### src/design/tceg_pkg.sv
`timescale 1ns / 1ps
// ----------------------------------------------------------------------------
// tceg_pkg
// Shared types and constants for the touch contact event generator.
// ----------------------------------------------------------------------------
package tceg_pkg;

  // Default parameter values
  localparam int DEF_COORD_BITS = 12;
  localparam int DEF_FRAC_BITS  = 16;

  // Fallback axis bounds used when a programmed axis is degenerate
  localparam int DEFAULT_MAX_X = 1919;
  localparam int DEFAULT_MAX_Y = 1087;

  // Width of the contact count field
  localparam int COUNT_W = 4;

  // Event kinds
  localparam int KIND_W = 2;
  localparam logic [KIND_W-1:0] EV_DOWN   = 2'd0;
  localparam logic [KIND_W-1:0] EV_MOTION = 2'd1;
  localparam logic [KIND_W-1:0] EV_UP     = 2'd2;

  // Configuration register indexes
  localparam int CFG_IDX_W = 3;
  localparam logic [CFG_IDX_W-1:0] CFG_ENABLE     = 3'd0;
  localparam logic [CFG_IDX_W-1:0] CFG_AREA_MIN_X = 3'd1;
  localparam logic [CFG_IDX_W-1:0] CFG_AREA_MAX_X = 3'd2;
  localparam logic [CFG_IDX_W-1:0] CFG_AREA_MIN_Y = 3'd3;
  localparam logic [CFG_IDX_W-1:0] CFG_AREA_MAX_Y = 3'd4;

  // Event request from the controller to the merge stage
  typedef struct packed {
    logic load;   // issue an event this cycle
    logic touch;  // 1: DOWN/MOTION from lane results, 0: UP at last position
  } tceg_ctl_t;

endpackage

### src/design/tceg_lane.sv
`timescale 1ns / 1ps
// ----------------------------------------------------------------------------
// tceg_lane
// One axis normaliser: clamps the raw coordinate against the active area and
// divides it into fixed point with a bit-serial restoring divider.
// ----------------------------------------------------------------------------
module tceg_lane
  import tceg_pkg::*;
#(
  parameter int COORD_BITS = DEF_COORD_BITS,
  parameter int FRAC_BITS  = DEF_FRAC_BITS,
  parameter int DEF_HI     = DEFAULT_MAX_X
) (
  input  logic                  clk,
  input  logic                  rst,
  input  logic                  start,
  input  logic [COORD_BITS-1:0] raw,
  input  logic [COORD_BITS-1:0] lo,
  input  logic [COORD_BITS-1:0] hi,
  output logic                  busy,
  output logic [FRAC_BITS:0]    pos
);

  // Working width covers both the programmed bounds and the fallback bound
  localparam int HI_W  = $clog2(DEF_HI + 1);
  localparam int D_W   = (COORD_BITS > HI_W) ? COORD_BITS : HI_W;
  localparam int CNT_W = $clog2(FRAC_BITS + 1);
  localparam logic [D_W-1:0]   HI_DEF = D_W'(DEF_HI);
  localparam logic [FRAC_BITS:0] ONE  = {1'b1, {FRAC_BITS{1'b0}}};

  logic [D_W-1:0]   lo_e;
  logic [D_W-1:0]   hi_e;
  logic [D_W-1:0]   raw_e;
  logic [D_W-1:0]   diff;
  logic [D_W-1:0]   span_in;
  logic [D_W-1:0]   span;
  logic [D_W-1:0]   rem;
  logic [D_W:0]     rem_sh;
  logic             ge;
  logic [D_W-1:0]   rem_next;
  logic [CNT_W-1:0] cnt;

  // Bound selection and first compare
  always_comb begin
    if (hi <= lo) begin
      lo_e = '0;
      hi_e = HI_DEF;
    end else begin
      lo_e = D_W'(lo);
      hi_e = D_W'(hi);
    end
    raw_e   = D_W'(raw);
    diff    = raw_e - lo_e;
    span_in = hi_e - lo_e;
  end

  // One quotient bit per cycle
  always_comb begin
    rem_sh   = {rem, 1'b0};
    ge       = rem_sh >= {1'b0, span};
    rem_next = ge ? D_W'(rem_sh - {1'b0, span}) : rem_sh[D_W-1:0];
  end

  always_ff @(posedge clk) begin
    if (rst) begin
      busy <= 1'b0;
      cnt  <= '0;
    end else if (start) begin
      // below the edge gives 0, at or past the far edge gives 1.0
      if (raw_e <= lo_e) begin
        pos  <= '0;
        busy <= 1'b0;
      end else if (diff >= span_in) begin
        pos  <= ONE;
        busy <= 1'b0;
      end else begin
        pos  <= '0;
        rem  <= diff;
        span <= span_in;
        cnt  <= CNT_W'(FRAC_BITS);
        busy <= 1'b1;
      end
    end else if (busy) begin
      rem  <= rem_next;
      pos  <= {pos[FRAC_BITS-1:0], ge};
      cnt  <= cnt - 1'b1;
      busy <= (cnt != CNT_W'(1));
    end
  end

  // Partial remainder stays below the divisor
  a_rem_below_span: assert property (@(posedge clk) disable iff (rst)
    busy |-> (rem < span))
    else $error("lane remainder reached divisor");

endmodule

### src/design/tceg_merge.sv
`timescale 1ns / 1ps
// ----------------------------------------------------------------------------
// tceg_merge
// Combines the two lane results into an event, tracks the finger state and
// holds the result in the output register.
// ----------------------------------------------------------------------------
module tceg_merge
  import tceg_pkg::*;
#(
  parameter int FRAC_BITS = DEF_FRAC_BITS
) (
  input  logic                clk,
  input  logic                rst,
  input  tceg_ctl_t           ctl,
  input  logic [FRAC_BITS:0]  lane_pos_x,
  input  logic [FRAC_BITS:0]  lane_pos_y,
  output logic                finger_down,
  output logic                slot_free,
  output logic                m_tvalid,
  input  logic                m_tready,
  output logic [((2*(FRAC_BITS+1)+1+7)/8)*8-1:0] m_tdata,
  output logic [KIND_W-1:0]   m_tuser
);

  localparam int POS_W  = FRAC_BITS + 1;
  localparam int USED_W = 2 * POS_W + 1;
  localparam int TD_W   = ((USED_W + 7) / 8) * 8;

  logic [POS_W-1:0]  last_x;
  logic [POS_W-1:0]  last_y;
  logic [POS_W-1:0]  ev_x;
  logic [POS_W-1:0]  ev_y;
  logic [KIND_W-1:0] ev_kind;
  logic              ev_press;

  assign slot_free = !m_tvalid || m_tready;

  // Event selection
  always_comb begin
    if (ctl.touch) begin
      ev_kind  = finger_down ? EV_MOTION : EV_DOWN;
      ev_x     = lane_pos_x;
      ev_y     = lane_pos_y;
      ev_press = 1'b1;
    end else begin
      ev_kind  = EV_UP;
      ev_x     = last_x;
      ev_y     = last_y;
      ev_press = 1'b0;
    end
  end

  // Finger state and output register
  always_ff @(posedge clk) begin
    if (rst) begin
      finger_down <= 1'b0;
      last_x      <= '0;
      last_y      <= '0;
      m_tvalid    <= 1'b0;
    end else begin
      if (ctl.load) begin
        m_tvalid    <= 1'b1;
        m_tdata     <= TD_W'({ev_press, ev_y, ev_x});
        m_tuser     <= ev_kind;
        finger_down <= ctl.touch;
        if (ctl.touch) begin
          last_x <= lane_pos_x;
          last_y <= lane_pos_y;
        end
      end else if (m_tready) begin
        m_tvalid <= 1'b0;
      end
    end
  end

  // A release is only issued for a finger that is down
  a_up_needs_finger: assert property (@(posedge clk) disable iff (rst)
    (ctl.load && !ctl.touch) |-> finger_down)
    else $error("UP issued with no finger down");

  // Output register is never overwritten while holding an untaken result
  a_load_slot_free: assert property (@(posedge clk) disable iff (rst)
    ctl.load |-> slot_free)
    else $error("event loaded over a pending result");

endmodule

### src/design/touch_contact_event_generator_core.sv
`timescale 1ns / 1ps
// ----------------------------------------------------------------------------
// touch_contact_event_generator_core
// Single-finger DOWN / MOTION / UP event generator with per-axis normalising
// lanes.
//
//   channel   dir  handshake                 payload
//   s_*       in   s_tvalid / s_tready       tdata: count, raw_x, raw_y;
//                                            tuser: keyboard_active, sample_ok
//   m_*       out  m_tvalid / m_tready       tdata: pos_x, pos_y, pressure;
//                                            tuser: event_kind
//   cfg_*     in   cfg_valid / cfg_ready     cfg_index, cfg_data
//
// A touch sample passes from the accepted request through the divide and emit
// states to the output register: the two lanes run their restoring dividers in
// parallel, one quotient bit a cycle, and a lane that clamps skips its divider.
// The sequencer returns to idle as the result is loaded. A release goes from
// idle straight to the emit state; an ignored sample leaves the sequencer idle.
// One request is in flight at a time; s_tready is high only when idle.
// A stalled output holds the pipeline in the emit state until m_tready.
// rst is synchronous; config returns to its documented defaults, no finger.
// ----------------------------------------------------------------------------
module touch_contact_event_generator_core
  import tceg_pkg::*;
#(
  parameter int COORD_BITS = DEF_COORD_BITS,
  parameter int FRAC_BITS  = DEF_FRAC_BITS
) (
  input  logic clk,
  input  logic rst,
  // contact_count [3:0], raw_x, raw_y (COORD_BITS each), zero padding
  input  logic [((COUNT_W+2*COORD_BITS+7)/8)*8-1:0] s_tdata,
  // keyboard_active [0], sample_ok [1]
  input  logic [1:0]                 s_tuser,
  input  logic                       s_tvalid,
  output logic                       s_tready,
  // pos_x, pos_y (FRAC_BITS+1 each), pressure, zero padding
  output logic [((2*(FRAC_BITS+1)+1+7)/8)*8-1:0] m_tdata,
  // event_kind [1:0]
  output logic [KIND_W-1:0]          m_tuser,
  output logic                       m_tvalid,
  input  logic                       m_tready,
  input  logic                       cfg_valid,
  output logic                       cfg_ready,
  input  logic [CFG_IDX_W-1:0]       cfg_index,
  input  logic [COORD_BITS-1:0]      cfg_data
);

  localparam int ST_W = 2;
  localparam logic [ST_W-1:0] ST_IDLE = 2'd0;
  localparam logic [ST_W-1:0] ST_DIV  = 2'd1;
  localparam logic [ST_W-1:0] ST_EMIT = 2'd2;

  logic [ST_W-1:0]       state;
  logic                  pend_touch;
  logic                  enable;
  logic [COORD_BITS-1:0] area_min_x;
  logic [COORD_BITS-1:0] area_max_x;
  logic [COORD_BITS-1:0] area_min_y;
  logic [COORD_BITS-1:0] area_max_y;

  logic                  accept;
  logic                  kb;
  logic                  touch;
  logic [COORD_BITS-1:0] raw_x;
  logic [COORD_BITS-1:0] raw_y;
  logic                  lane_start;
  logic [1:0]            lane_busy;
  logic [FRAC_BITS:0]    lane_pos_x;
  logic [FRAC_BITS:0]    lane_pos_y;
  logic                  finger_down;
  logic                  slot_free;
  tceg_ctl_t             ctl;

  // Input decode
  assign s_tready   = (state == ST_IDLE);
  assign accept     = s_tvalid && s_tready;
  assign kb         = s_tuser[0];
  assign touch      = s_tuser[1] && (s_tdata[COUNT_W-1:0] != '0);
  assign raw_x      = s_tdata[COUNT_W +: COORD_BITS];
  assign raw_y      = s_tdata[COUNT_W+COORD_BITS +: COORD_BITS];
  assign lane_start = accept && enable && !kb && touch;

  // Configuration registers
  assign cfg_ready = 1'b1;

  always_ff @(posedge clk) begin
    if (rst) begin
      enable     <= 1'b0;
      area_min_x <= '0;
      area_max_x <= COORD_BITS'(DEFAULT_MAX_X);
      area_min_y <= '0;
      area_max_y <= COORD_BITS'(DEFAULT_MAX_Y);
    end else if (cfg_valid) begin
      case (cfg_index)
        CFG_ENABLE:     enable     <= cfg_data[0];
        CFG_AREA_MIN_X: area_min_x <= cfg_data;
        CFG_AREA_MAX_X: area_max_x <= cfg_data;
        CFG_AREA_MIN_Y: area_min_y <= cfg_data;
        CFG_AREA_MAX_Y: area_max_y <= cfg_data;
        default: ;
      endcase
    end
  end

  // Sequencer
  always_ff @(posedge clk) begin
    if (rst) begin
      state      <= ST_IDLE;
      pend_touch <= 1'b0;
    end else begin
      case (state)
        ST_IDLE: begin
          if (accept && enable) begin
            if (kb) begin
              if (finger_down) begin
                pend_touch <= 1'b0;
                state      <= ST_EMIT;
              end
            end else if (touch) begin
              pend_touch <= 1'b1;
              state      <= ST_DIV;
            end else if (finger_down) begin
              pend_touch <= 1'b0;
              state      <= ST_EMIT;
            end
          end
        end
        ST_DIV: begin
          if (lane_busy == 2'b00) state <= ST_EMIT;
        end
        ST_EMIT: begin
          if (slot_free) state <= ST_IDLE;
        end
        default: state <= ST_IDLE;
      endcase
    end
  end

  assign ctl.load  = (state == ST_EMIT) && slot_free;
  assign ctl.touch = pend_touch;

  // Normalising lanes
  tceg_lane #(
    .COORD_BITS (COORD_BITS),
    .FRAC_BITS  (FRAC_BITS),
    .DEF_HI     (DEFAULT_MAX_X)
  ) u_lane_x (
    .clk   (clk),
    .rst   (rst),
    .start (lane_start),
    .raw   (raw_x),
    .lo    (area_min_x),
    .hi    (area_max_x),
    .busy  (lane_busy[0]),
    .pos   (lane_pos_x)
  );

  tceg_lane #(
    .COORD_BITS (COORD_BITS),
    .FRAC_BITS  (FRAC_BITS),
    .DEF_HI     (DEFAULT_MAX_Y)
  ) u_lane_y (
    .clk   (clk),
    .rst   (rst),
    .start (lane_start),
    .raw   (raw_y),
    .lo    (area_min_y),
    .hi    (area_max_y),
    .busy  (lane_busy[1]),
    .pos   (lane_pos_y)
  );

  // Event merge and output register
  tceg_merge #(
    .FRAC_BITS (FRAC_BITS)
  ) u_merge (
    .clk         (clk),
    .rst         (rst),
    .ctl         (ctl),
    .lane_pos_x  (lane_pos_x),
    .lane_pos_y  (lane_pos_y),
    .finger_down (finger_down),
    .slot_free   (slot_free),
    .m_tvalid    (m_tvalid),
    .m_tready    (m_tready),
    .m_tdata     (m_tdata),
    .m_tuser     (m_tuser)
  );

  // Lanes are quiet whenever the sequencer is idle
  a_lanes_idle: assert property (@(posedge clk) disable iff (rst)
    (state == ST_IDLE) |-> (lane_busy == 2'b00))
    else $error("lane busy while sequencer idle");

  // A new result only ever comes from the emit state
  a_out_from_emit: assert property (@(posedge clk) disable iff (rst)
    $rose(m_tvalid) |-> ($past(state) == ST_EMIT))
    else $error("result raised outside emit");

  // Both lanes finished moves the sequencer on to emit
  a_div_to_emit: assert property (@(posedge clk) disable iff (rst)
    ((state == ST_DIV) && (lane_busy == 2'b00)) |=> (state == ST_EMIT))
    else $error("sequencer missed lane completion");

endmodule
### config.mk
export PLATFORM = sky130hd
export DESIGN_NAME = touch_contact_event_generator_core
export DESIGN_NICKNAME = d
export VERILOG_FILES = /design/src/design/tceg_pkg.sv /design/src/design/tceg_lane.sv /design/src/design/tceg_merge.sv /design/src/design/touch_contact_event_generator_core.sv
export SDC_FILE = /design/constraint.sdc
export NUM_CORES = 1
export LEC_CHECK = 0
export ABC_CLOCK_PERIOD_IN_PS = 6300
export BUFFER_PORTS_ARGS = -buffer_cell sky130_fd_sc_hd__buf_4
export CORE_AREA = 5 5 157 159
export DETAILED_ROUTE_END_ITERATION = 6
export DIE_AREA = 0 0 162 164
export PLACE_DENSITY = 0.8
export SYNTH_ARGS = -nofsm -noshare
export SYNTH_HDL_FRONTEND = slang
export SYNTH_HIERARCHICAL = 1
export SYNTH_SLANG_ARGS = --single-unit
### constraint.sdc
create_clock -name clk -period 6.3 [get_ports clk]
set_clock_uncertainty 0.1 [all_clocks]
set_input_delay 0.63 -clock clk [delete_from_list [all_inputs] [get_ports clk]]
set_output_delay 0.63 -clock clk [all_outputs]
set_load 0.03 [all_outputs]
==> results of run 1 <==
[report_power, final]
group | internal (W) | switching (W)
sequential | 0.00150 | 0.00000709
clock | 0.000769 | 0.000540
combinational | 0.000141 | 0.000194
total | 0.00241 | 0.000741
[how the worst max path moves through the flow]
stage | to | slack [ns] | depth (start not counted)
after floorplan | u_lane_x/rem[0] | 0.71 | 24
after global placement | u_lane_x/rem[1] | 0.69 | 23
after detailed placement | u_lane_x/rem[1] | 0.63 | 23
after CTS | u_lane_x/rem[7] | 0.60 | 23
after global routing | u_lane_x/rem[8] | 0.10 | 23
final | u_lane_x/rem[7] | 0.56 | 23
[routing by layer]
layer  routed length, µm  share of wire, %  vias to the layer above  global-route usage (%)
li1                    -                 -                     5308                       -
met1               13700                46                     5054                    30.2
met4                 524               1.8                        0                    4.96
met2               14100                48                      243                    37.3
met5                   0                 0                        -                       0
met3                1300               4.4                       30                    2.53
[worst reg2reg max path, delay by kind of cell, from the launching register on]
| family | cells | cell delay [ns] |
|---|---|---|
| compound gates | 12 | 2.60 |
| fa+ha+maj | 4 | 1.26 |
| simple gates | 4 | 0.57 |
| flops | 1 | 0.36 |
| buf+inv | 2 | 0.29 |
| mux | 1 | 0.27 |
[final cells by class]
cell class	instances	area [µm²]	share of cell area, %
timing repair buffer	101	758	4.89
clock inverter	8	85.1	0.549
inverter	88	330	2.13
clock buffer	32	652	4.21
tap	290	363	2.34
multi-input combinational	1067	7720	49.9
sequential	219	5580	36.0
[cell usage in the layout (no fill, tap or decap), types with 17 or more instances in the layout]
cell	Yosys	layout
nand2_1	132	132
ha_1	122	122
edfxtp_1	119	119
a21oi_1	115	115
buf_4	6	101
dfxtp_1	100	99
inv_1	87	86
nor2_1	74	73
nor2b_1	56	56
nand3_1	46	46
mux2_2	38	38
o21ai_0	33	33
nor3_1	32	32
nand2b_1	32	32
xnor2_1	30	30
a21o_1	26	26
a21bo_2	25	25
clkbuf_16	0	24
xor2_1	24	24
mux2i_1	23	23
nand4_1	23	23
o21a_1	21	21
and2_1	17	17
[per-stage QoR]
| stage | total power [W] | worst slack, ns |
|---|---|---|
| 6_report | 0.00315 | 0.557 |
| 5_1_grt | 0.00328 | 0.103 |
| 4_1_cts | 0.00318 | 0.600 |
| 3_3_place_gp | 0.00186 | 0.693 |
| 3_5_place_dp | 0.00187 | 0.634 |
| 2_1_floorplan | 0.00178 | 0.712 |
[logic make-up (layout without fill, tap and decap cells)]
kind of cell	Yosys count	count (layout)
AND/OR/NAND/NOR	470	470
AO/OA/AOI/OAI	344	344
flip-flops	219	219
buffers and inverters	155	229
adder cells (fa/ha/maj)	128	128
multiplexers	65	65
XOR/XNOR	54	54
other	2	6
[sequential cells by signal (all words and copies together), names as in the netlist, 17 cells and up]
signal,flops
u_lane_x/pos,17
u_lane_y/pos,17
u_merge/last_x,17
u_merge/last_y,17
u_merge/m_tdata,35
==> metrics.md, run 1 <==
| Metric | Value |
|---|---|
| Post-synth top cells | `nand2_1 (132), ha_1 (122), edfxtp_1 (119), a21oi_1 (115), dfxtp_1 (100)` |
| FF-to-FF End | `u_lane_x/rem[7]` |
| Buffers and inverters on the worst path | `2` |
| Largest net degree at the start of global routing | `73` |
| TritonCTS clock tree | `built` |
| Sink Count | `219` |
| Number of I/O port buffers | `slightly below 90` |
| Cells after synthesis | `about 1,400` |
| Flop2flop setup slack | `~0.56 ns` |
| CP peak stage delay | `a little over 0.4 ns` |
| Hold Vio Cnt, Final | `0` |
| Outcome | `completed` |
| Period Utilization, post-route | `around 91%` |
| Post-Synth Adder-Cell Area | `11.8%` |
| Die height | `164 µm` |
| Post-CTS Setup Repair Bufs | `0` |
| First-pass GRT wire length | `49,200 µm` |
| Initial Utilization | `60.5%` |
| Crit. End Element | `flip-flop` |
| Core box area | `23,100 µm²` |
| Post-synth top area share | `about a quarter` |
| Final worst path period need | `around 5.7 ns` |
| Crit-path most repeated cell | `a21o_1` |
| Maximum root-to-sink buffer count | `3` |
| Via Count | `between 10,000 and 15,000` |
| Synthesis warning total | `6` |
| Yosys top cell by area | `edfxtp_1` |
| Sequential area share after synthesis | `39.9%` |
| EDFF count, synth | `119` |
| WL final | `29,600 µm` |
| Nets@finish | `about 1,700` |
| Max cap viols | `0` |
| Number of H-tree levels | `1` |
| Post-route antenna net violation count | `0` |
| Largest family of logic cells by synthesized area | `compound AO/OA/AOI/OAI gates` |
| Final core occ | `67.0%` |
| Max-slew violation count | `0` |
| Cts repair resizes | `0` |
| Post-route cell area | `15,500 µm²` |
| Share of layout cells above drive strength 1 | `15.6%` |
| Total track usage | `21.9%` |
| Dpl cells | `1,765` |
| Hold-fix buffers, CTS | `0` |
| Hold EP | `area_max_y[4]` |
| Multiplexer area fraction after synthesis | `5.11%` |
| Most instantiated library cell after synthesis | `nand2_1` |
| Clock transition at path regs | `0.06 ns` |
| Placer congestion estimate | `0.922` |
| Number of synthesized register bits | `219` |
| Cell Pwr Density | `204 nW/µm²` |
| Vias in the first global route | `between 10,000 and 15,000` |
| RSZ-0062 raised after global routing | `false` |
| Simple-Gate Fraction of Synth Area | `~17%` |
| Antenna fix cells | `0` |
| Worst min-delay path class | `in -> reg` |
| Initial DRC count | `573` |
| Max VDD drop | `0.000212 V` |
| Number of vias per cell | `5.89` |
| Total placed instance area | `14,800 µm²` |
| TritonRoute pass-1 iters | `5` |
| Antenna violations before repair | `0` |
| Worst-margin pin slew | `roughly 1.1 ns` |
| Hold_ws | `between 0.2 and 0.3 ns` |
| CP max FO | `14` |
| Fin cells | `1,805` |
| Synth top area cells | `edfxtp_1 (26%), dfxtp_1 (14%), ha_1 (11%)` |
| Io pins | `99` |
| Worst-skew pair later-pin latency | `0.51 ns` |
| R2r worst-path depth | `23` |
| Worst r2r src | `area_min_x[9]` |
| Die area | `roughly 27,000 µm²` |
| Lkg Pwr | `about 6 nW` |
| Area growth syn-to-layout | `10.8%` |
| Dpl hpwl | `21,400 µm` |
| Worst Hold Depth | `3` |
| Post-synthesis xor/xnor area fraction | `under 10%` |
| Arr. time, crit path | `5.86 ns` |
| Post-Syn Area per Cell | `9.73 µm²` |
| Critical path, cell by cell | `inv_1, ha_1, a21o_1, a21o_1, a21oi_1, nand2_1, o21a_1, and2_1, ha_1, fa_1, nor2b_1, o21ai_0, a21o_1, a31oi_1, mux2i_1, nor2_1, ha_1, a211oi_1, o211a_1, o21ai_0, a21o_1, a21oi_1, buf_4` |
| CP Launch Point | `area_min_x[9]` |
| Hold_sp | `cfg_data[4]` |
| CP top delay family | `compound AO/OA/AOI/OAI gates` |
| TritonCTS Buffers | `23` |
| Grt total ovfl | `0` |
| Slowest CP cell | `fa_1` |
| Critical path class | `reg -> reg` |
| Syn Std Cell Area | `14,000 µm²` |
| Final setup vio count | `0` |
| WL per Instance | `16.4 µm` |
| Die X | `roughly 160 µm` |
| Number of remaining DRC errors | `0` |
| Fill count | `~1,800` |
| Root buffer cell | `clkbuf_16` |
| Setup tns final | `0 ns` |
| Dominant synthesized flop cell | `edfxtp_1` |
| Fraction of registers with async set/reset | `0%` |
| Compound-Gate Fraction of Synth Area | `17.4%` |
| Startpoint types | `flip-flop` |
| Fmax | `174 MHz` |
| CP required | `6.41 ns` |
| Rel. slew slack | `28.6%` |
| # rows | `56` |
| Unique masters post-synth | `about 90` |
(Power assumes the default switching activity.)
==> run 2: changes to the inputs <==
--- a/config.mk
+++ b/config.mk
@@ -7,11 +7,10 @@
 export LEC_CHECK = 0
 export ABC_CLOCK_PERIOD_IN_PS = 6300
 export BUFFER_PORTS_ARGS = -buffer_cell sky130_fd_sc_hd__buf_4
-export CORE_AREA = 5 5 157 159
+export CORE_AREA = 5 5 155 157
 export DETAILED_ROUTE_END_ITERATION = 6
-export DIE_AREA = 0 0 162 164
+export DIE_AREA = 0 0 160 162
 export PLACE_DENSITY = 0.8
 export SYNTH_ARGS = -nofsm -noshare
 export SYNTH_HDL_FRONTEND = slang
-export SYNTH_HIERARCHICAL = 1
 export SYNTH_SLANG_ARGS = --single-unit
==> run 2 against run 1 <==
Effect of this change: clock power rose by 5%; sequential share of layout area grew 0.81 points; area after synthesis fell by 3.8%; count of clock-buffer cells in the layout is 2 higher; largest cell class unchanged; worst setup slack lost 0.018 ns; combinational power is 2% higher; via count shrank 0.26%; global-route usage up 0.73 points; non-clock buffer count up 3; hold slack got worse by 0.033 ns.
==> metrics.md, run 2 <==
| Metric | Value |
|---|---|
| Nets@finish | `1,692 (+0.59%)` |
| # rows | `55 (-1.8%)` |
| Post-synth top cells | `nand2_1 (146), ha_1 (122), edfxtp_1 (119), nor2_1 (108), dfxtp_1 (100)` |
| Worst min-delay path class | `in -> reg` |
| Maximum root-to-sink buffer count | `3 (unchanged)` |
| Post-Syn Area per Cell | `9.35 µm² (-3.8%)` |
| Crit. End Element | `flip-flop` |
| Unique masters post-synth | `74 (-20%)` |
| Max cap viols | `0 (unchanged)` |
| Cells after synthesis | `1,438 (+0.070%)` |
| Post-synth top area share | `26.6% (+1.0 points)` |
| Rel. slew slack | `32.1% (+3.5 points)` |
| Via Count | `10,607 (-0.26%)` |
| WL final | `30,100 µm (+1.7%)` |
| CP required | `6.42 ns (about the same)` |
| Area growth syn-to-layout | `12.5%` |
| R2r worst-path depth | `24 (+4.3%)` |
| First-pass GRT wire length | `49,800 µm (+1.1%)` |
| WL per Instance | `16.6 µm (+1.2%)` |
| Initial Utilization | `60.1% (-0.31 points)` |
| Reg power frac | `46.9% (-1.0 points)` |
| Largest reg by FF count | `u_merge.m_tdata` |
| Synthesis warning total | `0 (-6)` |
| Total power | `0.00322 W (+2.2%)` |
| Largest family of logic cells by synthesized area | `simple AND/OR/NAND/NOR gates` |
| Most instantiated library cell after synthesis | `nand2_1` |
| Setup tns final | `0 ns (unchanged)` |
| Die X | `160 µm (-1.2%)` |
| FF-to-FF End | `u_lane_x.rem[5]` |
| Number of remaining DRC errors | `0 (unchanged)` |
| Number of I/O port buffers | `88 (unchanged)` |
| Antenna violations before repair | `0 (unchanged)` |
| Outcome | `completed` |
| Sequential cell area | `5580 µm² (about the same)` |
| Simple-Gate Fraction of Synth Area | `20.2% (+2.9 points)` |
| Post-synthesis xor/xnor area fraction | `3.26% (-0.13 points)` |
| Period Utilization, post-route | `91.4% (+0.29 points)` |
| Max VDD drop | `0.000215 V (+1.2%)` |
| Combinational power share | `10.6% (about the same)` |
| Critical path class | `reg -> reg` |
| Number of synthesized register bits | `219 (unchanged)` |
| Fmax | `174 MHz (-0.32%)` |
| Cell Pwr Density | `213 nW/µm² (+4.6%)` |
| Max FFs per register | `35 (unchanged)` |
| Net Sw Power | `0.000790 W (+6.7%)` |
| Sw Ratio | `24.5% (+1.0 points)` |
| CP max FO | `18 (+4)` |
| Startpoint types | `flip-flop` |
| Number of vias per cell | `5.85 (-0.70%)` |
| Worst-skew pair later-pin latency | `0.53 ns (+0.02 ns)` |
| Post-Synth Adder-Cell Area | `12.2% (+0.46 points)` |
| Clock transition at path regs | `0.06 ns (about the same)` |
| Total track usage | `22.6% (+0.73 points)` |
| Root buffer cell | `clkbuf_16` |
| Antenna fix cells | `0 (unchanged)` |
| Yosys top cell by area | `edfxtp_1` |
| Cell Int Power | `0.00243 W (+0.87%)` |
| Worst Hold Depth | `3 (unchanged)` |
| Initial DRC count | `679 (+18%)` |
| Largest net degree at the start of global routing | `92 (+26%)` |
| Die area | `25,900 µm² (-2.4%)` |
| Arr. time, crit path | `5.88 ns (+0.02 ns)` |
| Lkg Pwr | `6.11 nW (+1.9%)` |
| Share of layout cells above drive strength 1 | `12.9% (-2.8 points)` |
| Multiplexer area fraction after synthesis | `5.01% (-0.097 points)` |
| Sequential area share after synthesis | `41.4% (+1.6 points)` |
| Vias in the first global route | `10,319 (-0.61%)` |
| Syn Std Cell Area | `13,500 µm² (-3.8%)` |
| Number of H-tree levels | `1 (unchanged)` |
| Grt total ovfl | `0 (unchanged)` |
| Flop2flop setup slack | `0.54 ns (-0.02 ns)` |
| Final setup vio count | `0 (unchanged)` |
| Compound-Gate Fraction of Synth Area | `13.0% (-4.4 points)` |
| TritonCTS clock tree | `built` |
| Worst r2r src | `area_min_x[9]` |
| Post-CTS Setup Repair Bufs | `0 (unchanged)` |
| Placer congestion estimate | `0.915 (-0.75%)` |
| Commonest non-fill, non-tap cell in the layout | `nand2_1` |
| EDFF count, synth | `119 (unchanged)` |
| TritonCTS Buffers | `24 (+4.3%)` |
| Total placed instance area | `14,400 µm² (-2.7%)` |
| Clock power share | `42.5% (+1.0 points)` |
| Hold EP | `area_max_y[2]` |
| RSZ-0062 raised after global routing | `false` |
| Core box area | `22,400 µm² (-3.3%)` |
| Fraction of registers with async set/reset | `0% (unchanged)` |
| Post-route cell area | `15,100 µm² (-2.3%)` |
| Io pins | `99 (unchanged)` |
| Post-route antenna net violation count | `0 (unchanged)` |
| Final worst path period need | `5.76 ns (+0.0183 ns)` |
| Multi-input gate area | `7280 µm² (-5.7%)` |
| Fill count | `1,700 (-7.3%)` |
| Hold_sp | `cfg_data[2]` |
| Die height | `162 µm (-1.2%)` |
| Synth top area cells | `edfxtp_1 (27%), dfxtp_1 (15%), ha_1 (11%)` |
| Hold Vio Cnt, Final | `0 (unchanged)` |
| Dpl hpwl | `21,900 µm (+2.4%)` |
| Hold_ws | `0.260 ns (-0.0333 ns)` |
| Sink Count | `219 (unchanged)` |
| Worst-margin pin slew | `1.02 ns (-0.0503 ns)` |
| Most frequent cells in the layout | `nand2_1 (146), ha_1 (122), edfxtp_1 (119)` |
| TritonRoute pass-1 iters | `5 (unchanged)` |
| Dominant synthesized flop cell | `edfxtp_1` |
| Max-slew violation count | `0 (unchanged)` |
==> run 2: cell types whose count changed after synthesis, moves of 14 or more <==
cell      before  now
clkbuf_1      20   40
buf_2         25    7
nor3_1        32   90
a21oi_1      115   88
nor2b_1       56   17
a21oi_2       14    0
a21bo_2       25    0
nand2_1      132  146
and2_1        17   50
nor2_1        74  108
==> run 2: worst max path at each step <==
stage / start / endpoint / slack (ns) / cells after the start
3_5_place_dp: area_min_x[9] / u_lane_x.rem[9] / 0.43 / 24
5_1_grt: area_min_x[9] / u_lane_x.rem[5] / 0.14 / 24
3_3_place_gp: area_min_x[9] / u_lane_x.rem[8] / 0.58 / 24
6_report: area_min_x[9] / u_lane_x.rem[5] / 0.54 / 24
2_1_floorplan: area_min_y[11] / u_lane_y.rem[0] / 0.61 / 23
4_1_cts: area_min_x[9] / u_lane_x.rem[5] / 0.40 / 24
==> run 2: through the flow <==
step                      setup slack, ns  cells  utilization, %
after detailed placement            0.433   1769            64.2
after CTS                           0.395   1813            67.7
final                               0.539   1813            67.7
after floorplan                     0.614   1442               -
after global placement              0.577   1769            64.2
after global routing                0.137   1813            67.7
==> run 2: power by group through the flow <==
stage	registers, W	clock network (W)	logic (W)
after global placement	0.00154	0	0.000324
after global routing	0.00151	0.00145	0.000385
after CTS	0.00151	0.00139	0.000339
after floorplan	0.00154	0	0.000241
final	0.00151	0.00137	0.000341
after detailed placement	0.00154	0	0.000337
==> run 2: critical path, stage by stage (launching register included) <==
cell and delay [ns]:
dfxtp_1 0.35, inv_1 0.05, ha_1 0.30, a21o_1 0.18
a21o_1 0.17, a21oi_1 0.22, nand2_1 0.10, o21a_2 0.31
and2_1 0.23, ha_1 0.22, fa_1 0.42, nor2b_1 0.13
o21ai_0 0.08, nand2b_1 0.15, a311oi_1 0.16, or2_2 0.36
xor2_1 0.15, ha_1 0.20, a21o_1 0.16, a211oi_1 0.33
o211ai_1 0.15, a21oi_1 0.25, o21ai_1 0.23, a21oi_1 0.21
buf_4 0.23
==> run 2: layer usage <==
metal	vias to the layer above	GRT usage [%]	part of all wire, %
met5	-	0	0
met4	0	7.90	3.3
li1	5291	-	-
met3	61	2.92	5.0
met1	4954	29.7	44
met2	301	38.7	47
==> run 2: cell families (layout without fill, tap and decap cells) <==
kind of cell / count (synthesis) / count (layout)
simple gates: 552 / 552
compound gates: 269 / 269
flops: 219 / 219
buf+inv: 158 / 244
fa+ha+maj: 128 / 128
mux: 60 / 60
xor+xnor: 50 / 50
other cells: 2 / 6
==> run 2: repair_timing <==
item / 4_1_cts / 5_1_grt
hold buffers: 0 / 0
gates resized for setup: 0 / 1
endpoints found under the setup margin: 0 / 12
==> run 2: cell type report <==
| type | instances | area share (%) |
|---|---|---|
| Clock buffer | 34 | 4.63 |
| Clock inverter | 10 | 0.545 |
| Inverter | 96 | 2.38 |
| Multi-Input combinational cell | 1065 | 48.1 |
| Sequential cell | 219 | 36.8 |
| Tap cell | 285 | 2.36 |
| Timing Repair Buffer | 104 | 5.16 |
